===== src/rtl/dsrs_pkg.sv =====
// ============================================================================
// dsrs_pkg: shared definitions for the dual-slot record selector
// Record layout constants, configuration register codes, the configuration
// bundle, the per-record verdict and the byte-wide reflected CRC-32 step.
// ============================================================================
`default_nettype none

package dsrs_pkg;

  // Record layout and check constants.
  localparam int unsigned HDR_BYTES         = 48;
  localparam int unsigned PAYLOAD_LEN_W     = 13;
  // Position counter must hold the header size plus the largest length code.
  localparam int unsigned POS_W             = 14;
  localparam int unsigned MAX_PAYLOAD_BYTES = 4096;

  localparam logic [31:0] REC_MAGIC       = 32'h5650_4D52;
  localparam logic [31:0] REC_FORMAT_WORD = 32'h0030_0001;
  localparam logic [31:0] REC_COMMIT      = 32'h434F_4D54;
  localparam logic [31:0] CRC_POLY        = 32'hEDB8_8320;
  localparam logic [31:0] CRC_INIT        = 32'hFFFF_FFFF;
  localparam logic [31:0] LEGACY_FP       = 32'hFFFF_FFFF;

  // Header word indexes.
  localparam logic [3:0] HW_MAGIC    = 4'd0;
  localparam logic [3:0] HW_FORMAT   = 4'd1;
  localparam logic [3:0] HW_LENGTH   = 4'd2;
  localparam logic [3:0] HW_SEQUENCE = 4'd3;
  localparam logic [3:0] HW_CRC      = 4'd4;
  localparam logic [3:0] HW_FP       = 4'd5;
  localparam logic [3:0] HW_PRODUCT  = 4'd6;
  localparam logic [3:0] HW_HARDWARE = 4'd7;
  localparam logic [3:0] HW_MOTOR    = 4'd8;
  localparam logic [3:0] HW_SCHEMA   = 4'd9;
  localparam logic [3:0] HW_COMMIT   = 4'd10;

  // Configuration register indexes.
  localparam int unsigned CFG_IDX_W = 3;
  localparam logic [CFG_IDX_W-1:0] REG_PAYLOAD_LENGTH = 3'd0;
  localparam logic [CFG_IDX_W-1:0] REG_PRODUCT_CODE   = 3'd1;
  localparam logic [CFG_IDX_W-1:0] REG_HARDWARE_PROF  = 3'd2;
  localparam logic [CFG_IDX_W-1:0] REG_MOTOR_PROF     = 3'd3;
  localparam logic [CFG_IDX_W-1:0] REG_FINGERPRINT    = 3'd4;
  localparam logic [CFG_IDX_W-1:0] REG_SCHEMA_VERSION = 3'd5;
  localparam logic [CFG_IDX_W-1:0] REG_ALLOW_LEGACY   = 3'd6;

  localparam logic [PAYLOAD_LEN_W-1:0] PAYLOAD_LEN_RESET = 13'd64;

  typedef struct packed {
    logic [PAYLOAD_LEN_W-1:0] payload_length;
    logic [31:0]              product_code;
    logic [31:0]              hardware_profile;
    logic [31:0]              motor_profile;
    logic [31:0]              config_fingerprint;
    logic [31:0]              schema_version;
    logic                     allow_legacy_fingerprint;
  } cfg_t;

  // Verdict of a record, valid in the cycle its final byte is processed.
  typedef struct packed {
    logic        ok;
    logic [31:0] sequence_num;
  } verdict_t;

  // One byte of a reflected CRC-32, eight shift steps.
  function automatic logic [31:0] crc32_byte(input logic [31:0] crc_in,
                                             input logic [7:0]  data);
    logic [31:0] c;
    c = crc_in ^ {24'd0, data};
    for (int k = 0; k < 8; k++) begin
      c = (c >> 1) ^ (c[0] ? CRC_POLY : 32'd0);
    end
    return c;
  endfunction

endpackage

`default_nettype wire


===== src/rtl/dsrs_record_parser.sv =====
// ============================================================================
// dsrs_record_parser: header check and payload CRC of one record
// Consumes one record byte per strobe, checks each header word as it
// completes, runs the payload CRC and reports the verdict on the final byte.
// ============================================================================
`default_nettype none

module dsrs_record_parser
  import dsrs_pkg::*;
#(
  parameter int unsigned MAX_PAYLOAD_BYTES = dsrs_pkg::MAX_PAYLOAD_BYTES
) (
  input  wire logic       clk,
  input  wire logic       rst,
  input  wire logic       byte_en,
  input  wire logic [7:0] data_byte,
  input  wire logic       last_byte,
  input  wire cfg_t       cfg,
  output verdict_t        verdict
);

  logic [POS_W-1:0] byte_position, byte_position_next;
  logic [31:0]      word_assembly, word_assembly_next;
  logic             header_pass, header_pass_next;
  logic [31:0]      stored_crc, stored_crc_next;
  logic [31:0]      running_crc, running_crc_next;
  logic [31:0]      pending_seq, pending_seq_next;

  logic [POS_W-1:0] total_bytes;
  logic             len_ok;
  logic             in_header, in_record;
  logic [3:0]       word_idx;
  logic             word_ok;

  assign total_bytes = POS_W'(HDR_BYTES) + POS_W'(cfg.payload_length);
  assign len_ok      = (cfg.payload_length != '0) &&
                       (int'(cfg.payload_length) <= MAX_PAYLOAD_BYTES);
  assign in_header   = byte_position < POS_W'(HDR_BYTES);
  assign in_record   = byte_position < total_bytes;
  assign word_idx    = byte_position[5:2];

  always_comb begin
    word_assembly_next = word_assembly;
    header_pass_next   = header_pass;
    stored_crc_next    = stored_crc;
    running_crc_next   = running_crc;
    pending_seq_next   = pending_seq;
    byte_position_next = byte_position;
    word_ok            = 1'b1;

    if (in_header) begin
      word_assembly_next = {data_byte, word_assembly[31:8]};
      if (byte_position[1:0] == 2'd3) begin
        case (word_idx)
          HW_MAGIC:    word_ok = (word_assembly_next == REC_MAGIC);
          HW_FORMAT:   word_ok = (word_assembly_next == REC_FORMAT_WORD);
          HW_LENGTH:   word_ok = (word_assembly_next ==
                                  {{(32-PAYLOAD_LEN_W){1'b0}}, cfg.payload_length});
          HW_SEQUENCE: pending_seq_next = word_assembly_next;
          HW_CRC:      stored_crc_next  = word_assembly_next;
          HW_FP:       word_ok = (word_assembly_next == cfg.config_fingerprint) ||
                                 (cfg.allow_legacy_fingerprint &&
                                  (word_assembly_next == LEGACY_FP));
          HW_PRODUCT:  word_ok = (word_assembly_next == cfg.product_code);
          HW_HARDWARE: word_ok = (word_assembly_next == cfg.hardware_profile);
          HW_MOTOR:    word_ok = (word_assembly_next == cfg.motor_profile);
          HW_SCHEMA:   word_ok = (word_assembly_next == cfg.schema_version);
          HW_COMMIT:   word_ok = (word_assembly_next == REC_COMMIT);
          default:     word_ok = (word_assembly_next == ~REC_COMMIT);
        endcase
        if (!word_ok) begin
          header_pass_next = 1'b0;
        end
      end
    end else if (in_record) begin
      running_crc_next = crc32_byte(running_crc, data_byte);
    end

    // The position saturates at the record length; trailing bytes are ignored.
    if (in_record) begin
      byte_position_next = byte_position + POS_W'(1);
    end
  end

  assign verdict.ok = len_ok && header_pass_next &&
                      (byte_position_next == total_bytes) &&
                      (~running_crc_next == stored_crc_next);
  assign verdict.sequence_num = pending_seq_next;

  always_ff @(posedge clk) begin
    if (rst || (byte_en && last_byte)) begin
      byte_position <= '0;
      word_assembly <= '0;
      header_pass   <= 1'b1;
      stored_crc    <= '0;
      running_crc   <= CRC_INIT;
      pending_seq   <= '0;
    end else if (byte_en) begin
      byte_position <= byte_position_next;
      word_assembly <= word_assembly_next;
      header_pass   <= header_pass_next;
      stored_crc    <= stored_crc_next;
      running_crc   <= running_crc_next;
      pending_seq   <= pending_seq_next;
    end
  end

endmodule

`default_nettype wire


===== src/rtl/dual_slot_record_selector_top.sv =====
// ============================================================================
// dual_slot_record_selector_top: A/B record slot selector with CRC-32 check
// Streams the stored bytes of slot 0 and then slot 1, validates each record
// and reports which slot holds the newest valid record.
// ============================================================================
// Usage: bytes arrive on the input channel (in_valid, in_stall, slot_index,
// data_byte, last_byte), one request per byte, slot 0's record first and then
// slot 1's record, last_byte marking the end of each record. A request is
// taken at a clock edge where in_valid is high and in_stall is low. Only the
// final byte of a slot 1 record produces a result; it appears on the output
// channel (out_valid, out_stall, record_found, selected_slot,
// selected_sequence, slot0_ok, slot1_ok) and is taken when out_valid is high
// and out_stall is low. The end of a slot 0 record produces no result.
// An accepted final byte passes one input register stage, then the header
// check and an unrolled byte-wide CRC-32 feeding the result register.
// Throughput is one byte per cycle while in_stall is low. While the receiver
// stalls a pending result, bytes that make no result keep flowing; the next
// slot 1 final byte waits in the input stage and in_stall rises. cfg_ready is
// always high. The user must write configuration registers through
// cfg_valid/cfg_ready/cfg_index/cfg_data while the block is idle, which it
// does not enforce. Reset restores defaults and clears flags and record state.
// ============================================================================
`default_nettype none

module dual_slot_record_selector_top
  import dsrs_pkg::*;
#(
  parameter int unsigned MAX_PAYLOAD_BYTES = dsrs_pkg::MAX_PAYLOAD_BYTES
) (
  input  wire logic                 clk,
  input  wire logic                 rst,
  // Configuration write channel
  input  wire logic                 cfg_valid,
  output logic                      cfg_ready,
  input  wire logic [CFG_IDX_W-1:0] cfg_index,
  input  wire logic [31:0]          cfg_data,
  // Byte input channel
  input  wire logic                 in_valid,
  output logic                      in_stall,
  input  wire logic                 slot_index,
  input  wire logic [7:0]           data_byte,
  input  wire logic                 last_byte,
  // Result channel
  output logic                      out_valid,
  input  wire logic                 out_stall,
  output logic                      record_found,
  output logic                      selected_slot,
  output logic [31:0]               selected_sequence,
  output logic                      slot0_ok,
  output logic                      slot1_ok
);

  cfg_t cfg;

  // Input register stage.
  logic       s1_valid;
  logic       s1_slot;
  logic [7:0] s1_byte;
  logic       s1_last;

  // Slot 0 outcome held until slot 1's record ends.
  logic        slot0_valid;
  logic [31:0] slot0_seq;

  verdict_t    verdict;
  logic        makes_result;
  logic        out_free;
  logic        advance;
  logic        in_take;
  logic        pick1;
  logic [31:0] seq_diff;

  assign cfg_ready = 1'b1;

  // Configuration registers.
  always_ff @(posedge clk) begin
    if (rst) begin
      cfg.payload_length           <= PAYLOAD_LEN_RESET;
      cfg.product_code             <= '0;
      cfg.hardware_profile         <= '0;
      cfg.motor_profile            <= '0;
      cfg.config_fingerprint       <= '0;
      cfg.schema_version           <= '0;
      cfg.allow_legacy_fingerprint <= 1'b0;
    end else if (cfg_valid && cfg_ready) begin
      unique case (cfg_index)
        REG_PAYLOAD_LENGTH: cfg.payload_length     <= cfg_data[PAYLOAD_LEN_W-1:0];
        REG_PRODUCT_CODE:   cfg.product_code       <= cfg_data;
        REG_HARDWARE_PROF:  cfg.hardware_profile   <= cfg_data;
        REG_MOTOR_PROF:     cfg.motor_profile      <= cfg_data;
        REG_FINGERPRINT:    cfg.config_fingerprint <= cfg_data;
        REG_SCHEMA_VERSION: cfg.schema_version     <= cfg_data;
        REG_ALLOW_LEGACY:   cfg.allow_legacy_fingerprint <= cfg_data[0];
        default: ;
      endcase
    end
  end

  // A byte in the input stage moves on unless it needs the result register
  // and that register still holds a result the receiver has not taken.
  assign makes_result = s1_last && s1_slot;
  assign out_free     = !out_valid || !out_stall;
  assign advance      = s1_valid && (!makes_result || out_free);
  assign in_stall     = s1_valid && !advance;
  assign in_take      = in_valid && !in_stall;

  always_ff @(posedge clk) begin
    if (rst) begin
      s1_valid <= 1'b0;
    end else if (in_take) begin
      s1_valid <= 1'b1;
    end else if (advance) begin
      s1_valid <= 1'b0;
    end
  end

  always_ff @(posedge clk) begin
    if (in_take) begin
      s1_slot <= slot_index;
      s1_byte <= data_byte;
      s1_last <= last_byte;
    end
  end

  dsrs_record_parser #(
    .MAX_PAYLOAD_BYTES(MAX_PAYLOAD_BYTES)
  ) u_parser (
    .clk       (clk),
    .rst       (rst),
    .byte_en   (advance),
    .data_byte (s1_byte),
    .last_byte (s1_last),
    .cfg       (cfg),
    .verdict   (verdict)
  );

  // Slot 0 entry: written when a slot 0 record ends, cleared after a decision.
  always_ff @(posedge clk) begin
    if (rst) begin
      slot0_valid <= 1'b0;
      slot0_seq   <= '0;
    end else if (advance && s1_last) begin
      if (s1_slot) begin
        slot0_valid <= 1'b0;
        slot0_seq   <= '0;
      end else begin
        slot0_valid <= verdict.ok;
        slot0_seq   <= verdict.sequence_num;
      end
    end
  end

  // Slot 1 wins when valid and either slot 0 is invalid or its sequence is
  // ahead by a positive wrap-around difference.
  assign seq_diff = verdict.sequence_num - slot0_seq;
  assign pick1    = verdict.ok &&
                    (!slot0_valid || ((seq_diff != '0) && !seq_diff[31]));

  always_ff @(posedge clk) begin
    if (rst) begin
      out_valid <= 1'b0;
    end else if (advance && makes_result) begin
      out_valid <= 1'b1;
    end else if (out_valid && !out_stall) begin
      out_valid <= 1'b0;
    end
  end

  always_ff @(posedge clk) begin
    if (advance && makes_result) begin
      record_found  <= slot0_valid || verdict.ok;
      selected_slot <= pick1;
      if (pick1) begin
        selected_sequence <= verdict.sequence_num;
      end else if (slot0_valid) begin
        selected_sequence <= slot0_seq;
      end else begin
        selected_sequence <= '0;
      end
      slot0_ok <= slot0_valid;
      slot1_ok <= verdict.ok;
    end
  end

endmodule

`default_nettype wire


===== config.mk =====
export PLATFORM = sky130hd
export DESIGN_NAME = dual_slot_record_selector_top
export DESIGN_NICKNAME = d
export VERILOG_FILES = /design/src/rtl/dsrs_pkg.sv /design/src/rtl/dsrs_record_parser.sv /design/src/rtl/dual_slot_record_selector_top.sv
export SDC_FILE = /design/constraint.sdc
export NUM_CORES = 1
export LEC_CHECK = 0
export ABC_AREA = 1
export ABC_CLOCK_PERIOD_IN_PS = 12800
export BUFFER_PORTS_ARGS = -buffer_cell sky130_fd_sc_hd__clkbuf_2
export CELL_PAD_IN_SITES_DETAIL_PLACEMENT = 1
export CELL_PAD_IN_SITES_GLOBAL_PLACEMENT = 2
export CORE_ASPECT_RATIO = 1.1
export CORE_MARGIN = 1.5
export CORE_UTILIZATION = 37
export CTS_CLUSTER_DIAMETER = 30
export DETAILED_ROUTE_END_ITERATION = 8
export PLACE_DENSITY_LB_ADDON = 0.1
export SLEW_MARGIN = 15
export SYNTH_ARGS = -nofsm -noshare
export SYNTH_HDL_FRONTEND = slang
export SYNTH_SLANG_ARGS = --single-unit

===== constraint.sdc =====
create_clock -name clk -period 12.8 [get_ports clk]
set_clock_uncertainty 0.2 [all_clocks]
set_input_delay 1.92 -clock clk [delete_from_list [all_inputs] [get_ports clk]]
set_output_delay 1.92 -clock clk [all_outputs]
set_load 0.01 [all_outputs]

After elaboration in Yosys (flattened, before gate mapping) --
Cells that the tools add are included.
Cells by class: $add $sub $neg 3, $lt $le $gt $ge 3, eq/ne operators 30, multiplexer cells 31, bitwise operators 10, reductions and logical operators 42
Operator list (count):
- 32-bit two-way mux | 19
- 31-bit by 32-bit bitwise XOR with 32-bit output | 8
- 32-bit == test | 6
- 32-bit by 31-bit == test with 1-bit output (second input constant) | 2
- 32-bit == test (second input constant) | 2
- 32-bit by 13-bit == test with 1-bit output | 1
- 32-bit by 22-bit == test with 1-bit output (second input constant) | 1
- 32-bit NOT | 1
- 32-bit nonzero test | 1
- 32-bit subtractor | 1
- 32-bit by 8-bit bitwise XOR with 32-bit output | 1
- 4-bit by 3-bit == test with 1-bit output (second input constant) | 4
- 2-bit AND reduction | 8
- 14-bit by 1-bit adder with 14-bit output (second input constant) | 1
- 6-bit by 13-bit adder with 14-bit output (first input constant) | 1
- 14-bit == test | 1
- 1-bit logical AND | 14
- 14-bit < comparator | 1
- 14-bit by 6-bit < comparator with 1-bit output (second input constant) | 1
- 14-bit two-way mux | 1
- 13-bit <= comparator (second input constant) | 1
- 13-bit nonzero test | 1
- 4-bit == test (second input constant) | 3
- 1-bit two-way mux | 10
- 13 further kinds | 29
Storage, ports and cells: flip-flop bits (word level) 398

Longest topological paths before layout --
depth after elaboration 24, depth in mapped cells 33

Modules after synthesis --
From an unflattened synthesis, not the netlist that was laid out.
Unflattened totals: cells, all modules 3828, area total of the unflattened synthesis 23714.0 um^2
Modules (own cells, without submodules):
- dual_slot_record_selector_top | instances 1, cells an instance 1735, area an instance 12154.2 um^2, sequential area each 5565.3 um^2
- dsrs_record_parser | instances 1, cells an instance 2093, area an instance 11559.8 um^2, sequential area each 2702.6 um^2

Least setup slack after synthesis --
Ideal clock, no wire load.
path type input port to output port, start in out_stall, end out in_stall, data arrival time 2339 ps, data required time 10680 ps, slack 8341 ps, stages on the path 4, path buffers 0, cells stage by stage nand2_1 -> nor3_1 -> nand2_1 -> inv_1
On the way: cells in the longest elaborated chain, start to end 6
Ends and longest elaborated chain:
- start: declaration | line dual_slot_record_selector_top.sv:45 | input wire logic out_stall,
- 1-bit zero test | line dual_slot_record_selector_top.sv:102 | assign out_free = !out_valid || !out_stall;
- 1-bit logical OR | line dual_slot_record_selector_top.sv:102
- 1-bit logical OR | line dual_slot_record_selector_top.sv:103 | assign advance = s1_valid && (!makes_result || out_free);
- 1-bit logical AND | line dual_slot_record_selector_top.sv:103
- 1-bit zero test | line dual_slot_record_selector_top.sv:104 | assign in_stall = s1_valid && !advance;
- 1-bit logical AND | line dual_slot_record_selector_top.sv:104
- end: declaration | line dual_slot_record_selector_top.sv:39 | output logic in_stall,
No other way between the ends.

Final worst setup path --
start reg u_parser.byte_position[4], end reg selected_sequence[22], data pin
On the way: elaborated cells on any way between the ends 43, those cells by class add/sub: 2; order compare: 2; eq/ne: 12; mux: 16; bitwise: 1; reduce/logical: 10
RTL lines:
- start: declaration | line dsrs_record_parser.sv:22 | logic [POS_W-1:0] byte_position, byte_position_next;
- start signal: assignment | line dsrs_record_parser.sv:99 | byte_position <= byte_position_next;
- parallel branches: the longest is 3 deep, another holds 14-bit by 6-bit < comparator with 1-bit output
- 32-bit two-way mux * | line dsrs_record_parser.sv:51 | if (in_header) begin
- via u_parser.pending_seq_next[6] | line dsrs_record_parser.sv:27 | logic [31:0] pending_seq, pending_seq_next;
- 32-bit subtractor * | line dual_slot_record_selector_top.sv:155 | assign seq_diff = verdict.sequence_num - slot0_seq;
- 32-bit nonzero test / 1-bit zero test (equally long branches) | line dual_slot_record_selector_top.sv:157 | (!slot0_valid || ((seq_diff != '0) && !seq_diff[31]));
- 1-bit logical AND * | line dual_slot_record_selector_top.sv:157
- 1-bit logical OR * | line dual_slot_record_selector_top.sv:157
- 1-bit logical AND * | line dual_slot_record_selector_top.sv:156 | assign pick1 = verdict.ok &&
- 32-bit two-way mux * | line dual_slot_record_selector_top.sv:173 | if (pick1) begin
- end signal: assignment | line dual_slot_record_selector_top.sv:174 | selected_sequence <= verdict.sequence_num;
- end signal: assignment | line dual_slot_record_selector_top.sv:176 | selected_sequence <= slot0_seq;
- end: declaration | line dual_slot_record_selector_top.sv:48 | output logic [31:0] selected_sequence,
Mark *: on every way through the listed nets, which the timed path passes. The select of a mux whose other input is x is not followed. A chain may end at the register's enable or synchronous reset.

==> flow_metrics.tcl <==
set metrics [dict create \
    min_period_ns 7.11 \
    cp-start-kind "register" \
    io_pins 89 \
    r2r.worst_path.cells 25 \
    ctsRootBufferMaster "clkbuf_16" \
    placed_area_um2 24500 \
    postCtsSetupBuffers 0 \
    holdCritPathClass "register to register" \
    cts_tree "yes" \
    ys_seq_area_frac 0.350 \
    period_share 0.556 \
    cap_violations 0 \
    row_count 96 \
    dpl.hpwl_um 71200 \
    gp_congestion 0.943 \
    grt_use_total 0.300 \
    arrival_ns 7.29 \
    num_vias 25000 \
    synth_area_leaders "dfxtp_1 29%, nand2_1 18%, inv_1 8.0%" \
    start_util 0.376 \
    slew_viol_final 0 \
    synth_nets 3844 \
    hold-path-cell-count 2 \
    syn_inst 3746 \
    tritoncts.num_buffers 109 \
    finalNetCount 3910 \
    worst_pin_slew_ns 1.19 \
    status "finished clean" \
    clock-sinks 390 \
    post_drt_wl_per_cell_um 20.9 \
    grt_max_degree 111 \
    detailedRoute.firstPassIterationCount 5 \
    insertedDiodeCount 0 \
    crit_type "register to register" \
    first_global_vias 25500 \
    yosys.area.top_type "dfxtp_1" \
    ctsHtreeMaxLevel 3 \
    area_delta_synth_final_pct 20.2 \
    synth_edf_count 46 \
    ant_nets 0 \
    setup_tns_ns 0 \
    ys_ff_latch 390 \
    worstPathRequired_ns 12.98 \
    finalHoldViolCount 0 \
    drtIter0Drc 1548 \
    setup_viol 0 \
    ir_worst_vdd_mv 0.108 \
    io_buffers 87 \
    async_flop_share 0 \
    synth.distinct_cells 47 \
    postCtsHoldBufs 0 \
    path_max_fanout 63 \
    die-area_um2 65300 \
    synth_top_area_share 0.292 \
    final_area_um2 28400 \
    cp-end-kind "register" \
    clkSlewWorstSetupHoldPaths_ns 0.04 \
    ys_warn_count 0 \
    grt_pass1_wl_um 151000 \
    p_leak_nw 14.2 \
    die_x_um 244 \
    ctsResizeCount 0 \
    drive_above_1_share 0.0981 \
    core_area_um2 62700 \
    syn_area_um2 23600 \
    slew_headroom 0.203 \
    vias_per_cell 5.28 \
    overflow 0 \
    route.detailed.drc 0 \
    p_per_area_nw_per_um2 176 \
    antenna_found_initial 0 \
    drt-total-wl_um 98800 \
    syn_avg_cell_area_um2 6.30 \
    clk_latency_ns 0.68 \
    ys.flop_type "dfxtp_1" \
    rsz0062_at_grt "false" \
    cts_max_path_buffers 3 \
    max_freq_mhz 141 \
    fp.dieH_um 268 \
]
==> Yosys cell counts (24+ instances only) <==
| library cell | instances |
|---|---|
| inv_1 | 501 |
| nand4_1 | 59 |
| a21oi_1 | 211 |
| nor2_1 | 432 |
| o211ai_1 | 24 |
| nand2_1 | 1112 |
| o22ai_1 | 31 |
| nand3_1 | 199 |
| dfxtp_1 | 344 |
| o21ai_0 | 335 |
| edfxtp_1 | 46 |
| xor2_1 | 52 |
| o21ai_1 | 34 |
| clkbuf_1 | 106 |
| ha_1 | 47 |
==> power breakdown <==
group	switching [mW]	internal, mW	total [mW]
combinational	0.603	0.241	0.844
clock	0.890	1.92	2.81
sequential	0.0554	1.29	1.35
total	1.55	3.45	5.00
==> worst paths after layout <==
check	start	to	slack, ns
setup / recovery	u_parser.byte_position[4]	selected_sequence[22]	5.69
hold / removal	cfg[83]	cfg[83]	0.24
setup reg to reg	u_parser.byte_position[4]	selected_sequence[22]	5.69
hold reg to reg	cfg[83]	cfg[83]	0.24
==> per-layer routing <==
metal  up-vias  GRT usage  part of all wire
met4         0      0.113             0.036
met1     12200      0.378              0.44
li1      12000          -                 -
met3       190     0.0387             0.040
met2       575      0.521              0.48
met5         -          0                 0
==> registers in the layout (all words and copies together) (netlist names) <==
signal and cells:
u_parser.word_assembly 24, slot0_seq 32, out_valid 1, u_parser.header_pass 1, u_parser.byte_position 14, record_found 1, slot1_ok 1, cfg 174
s1_byte 8, u_parser.running_crc 32, selected_slot 1, u_parser.pending_seq 32, slot0_ok 1, s1_slot 1, slot0_valid 1, s1_valid 1
s1_last 1, selected_sequence 32, u_parser.stored_crc 32
==> worst max-delay path, cell delays in order (launching register included) <==
cell and delay, ns:
dfxtp_1 0.47, nor2_2 0.49, nand2_1 0.16, nor2_2 0.15, nand2_2 0.59, o21ai_0 0.74
inv_1 0.15, ha_1 0.40, nand2_1 0.24, inv_1 0.07, a21oi_1 0.28, nand2_1 0.19
nand2_1 0.10, nand2_1 0.18, a21oi_1 0.21, nand2_1 0.07, nand2_1 0.08, nor2_1 0.05
nand2_1 0.05, nor2_1 0.04, nand3_1 0.06, nand2_1 0.07, nand2_2 0.67, nand4_4 0.73
nand2_1 0.26, nand2_1 0.09
==> per-stage QoR <==
step	utilization	hold slack (ns)	total power, mW	setup slack [ns]	std cells
final	0.452	0.243	5.00	5.69	4739
after detailed placement	0.391	0.237	2.20	5.78	4534
after CTS	0.452	0.244	5.03	5.70	4739
after global placement	0.391	0.233	2.18	5.99	4534
after floorplan	-	0.224	1.92	8.34	3746
after global routing	0.452	0.261	5.20	5.09	4739
==> cells in the final DEF, fill, tap and decap left out, types with 12 or more instances in the layout <==
cell type and count:
buf_4 29, o21ai_0 335, nand4_1 59, nand3_1 198, nand2_2 20, clkinvlp_4 12, ha_1 47, clkbuf_1 19
o21ai_1 34, clkbuf_16 113, inv_1 498, inv_2 12, nor3_1 21, a21oi_1 211, nor2_1 429, dfxtp_1 344
nand2_1 1111, nand3b_1 18, o22ai_1 31, o211ai_1 24, xnor2_1 21, clkbuf_8 18, xor2_1 52, clkinv_2 17
edfxtp_1 46, nor2_2 17, clkbuf_2 87
==> cell type report <==
type / instances / area [um^2]
fill: 8242 / 34300
multi-input combinational: 2678 / 12600
sequential: 390 / 8270
clock buffer: 150 / 3150
inverter: 517 / 1950
tap: 833 / 1040
clock inverter: 55 / 723
timing repair buffer: 116 / 653
==> cell families after synthesis <==
group           count (synthesis)  synth area share
xor+xnor                       73            0.0271
other cells                     1          0.000159
simple gates                 1910             0.336
flops                         390             0.350
compound gates                646             0.143
fa+ha+maj                      48            0.0258
buf+inv                       678             0.117
Note: power is estimated with default switching activity, not from simulation.
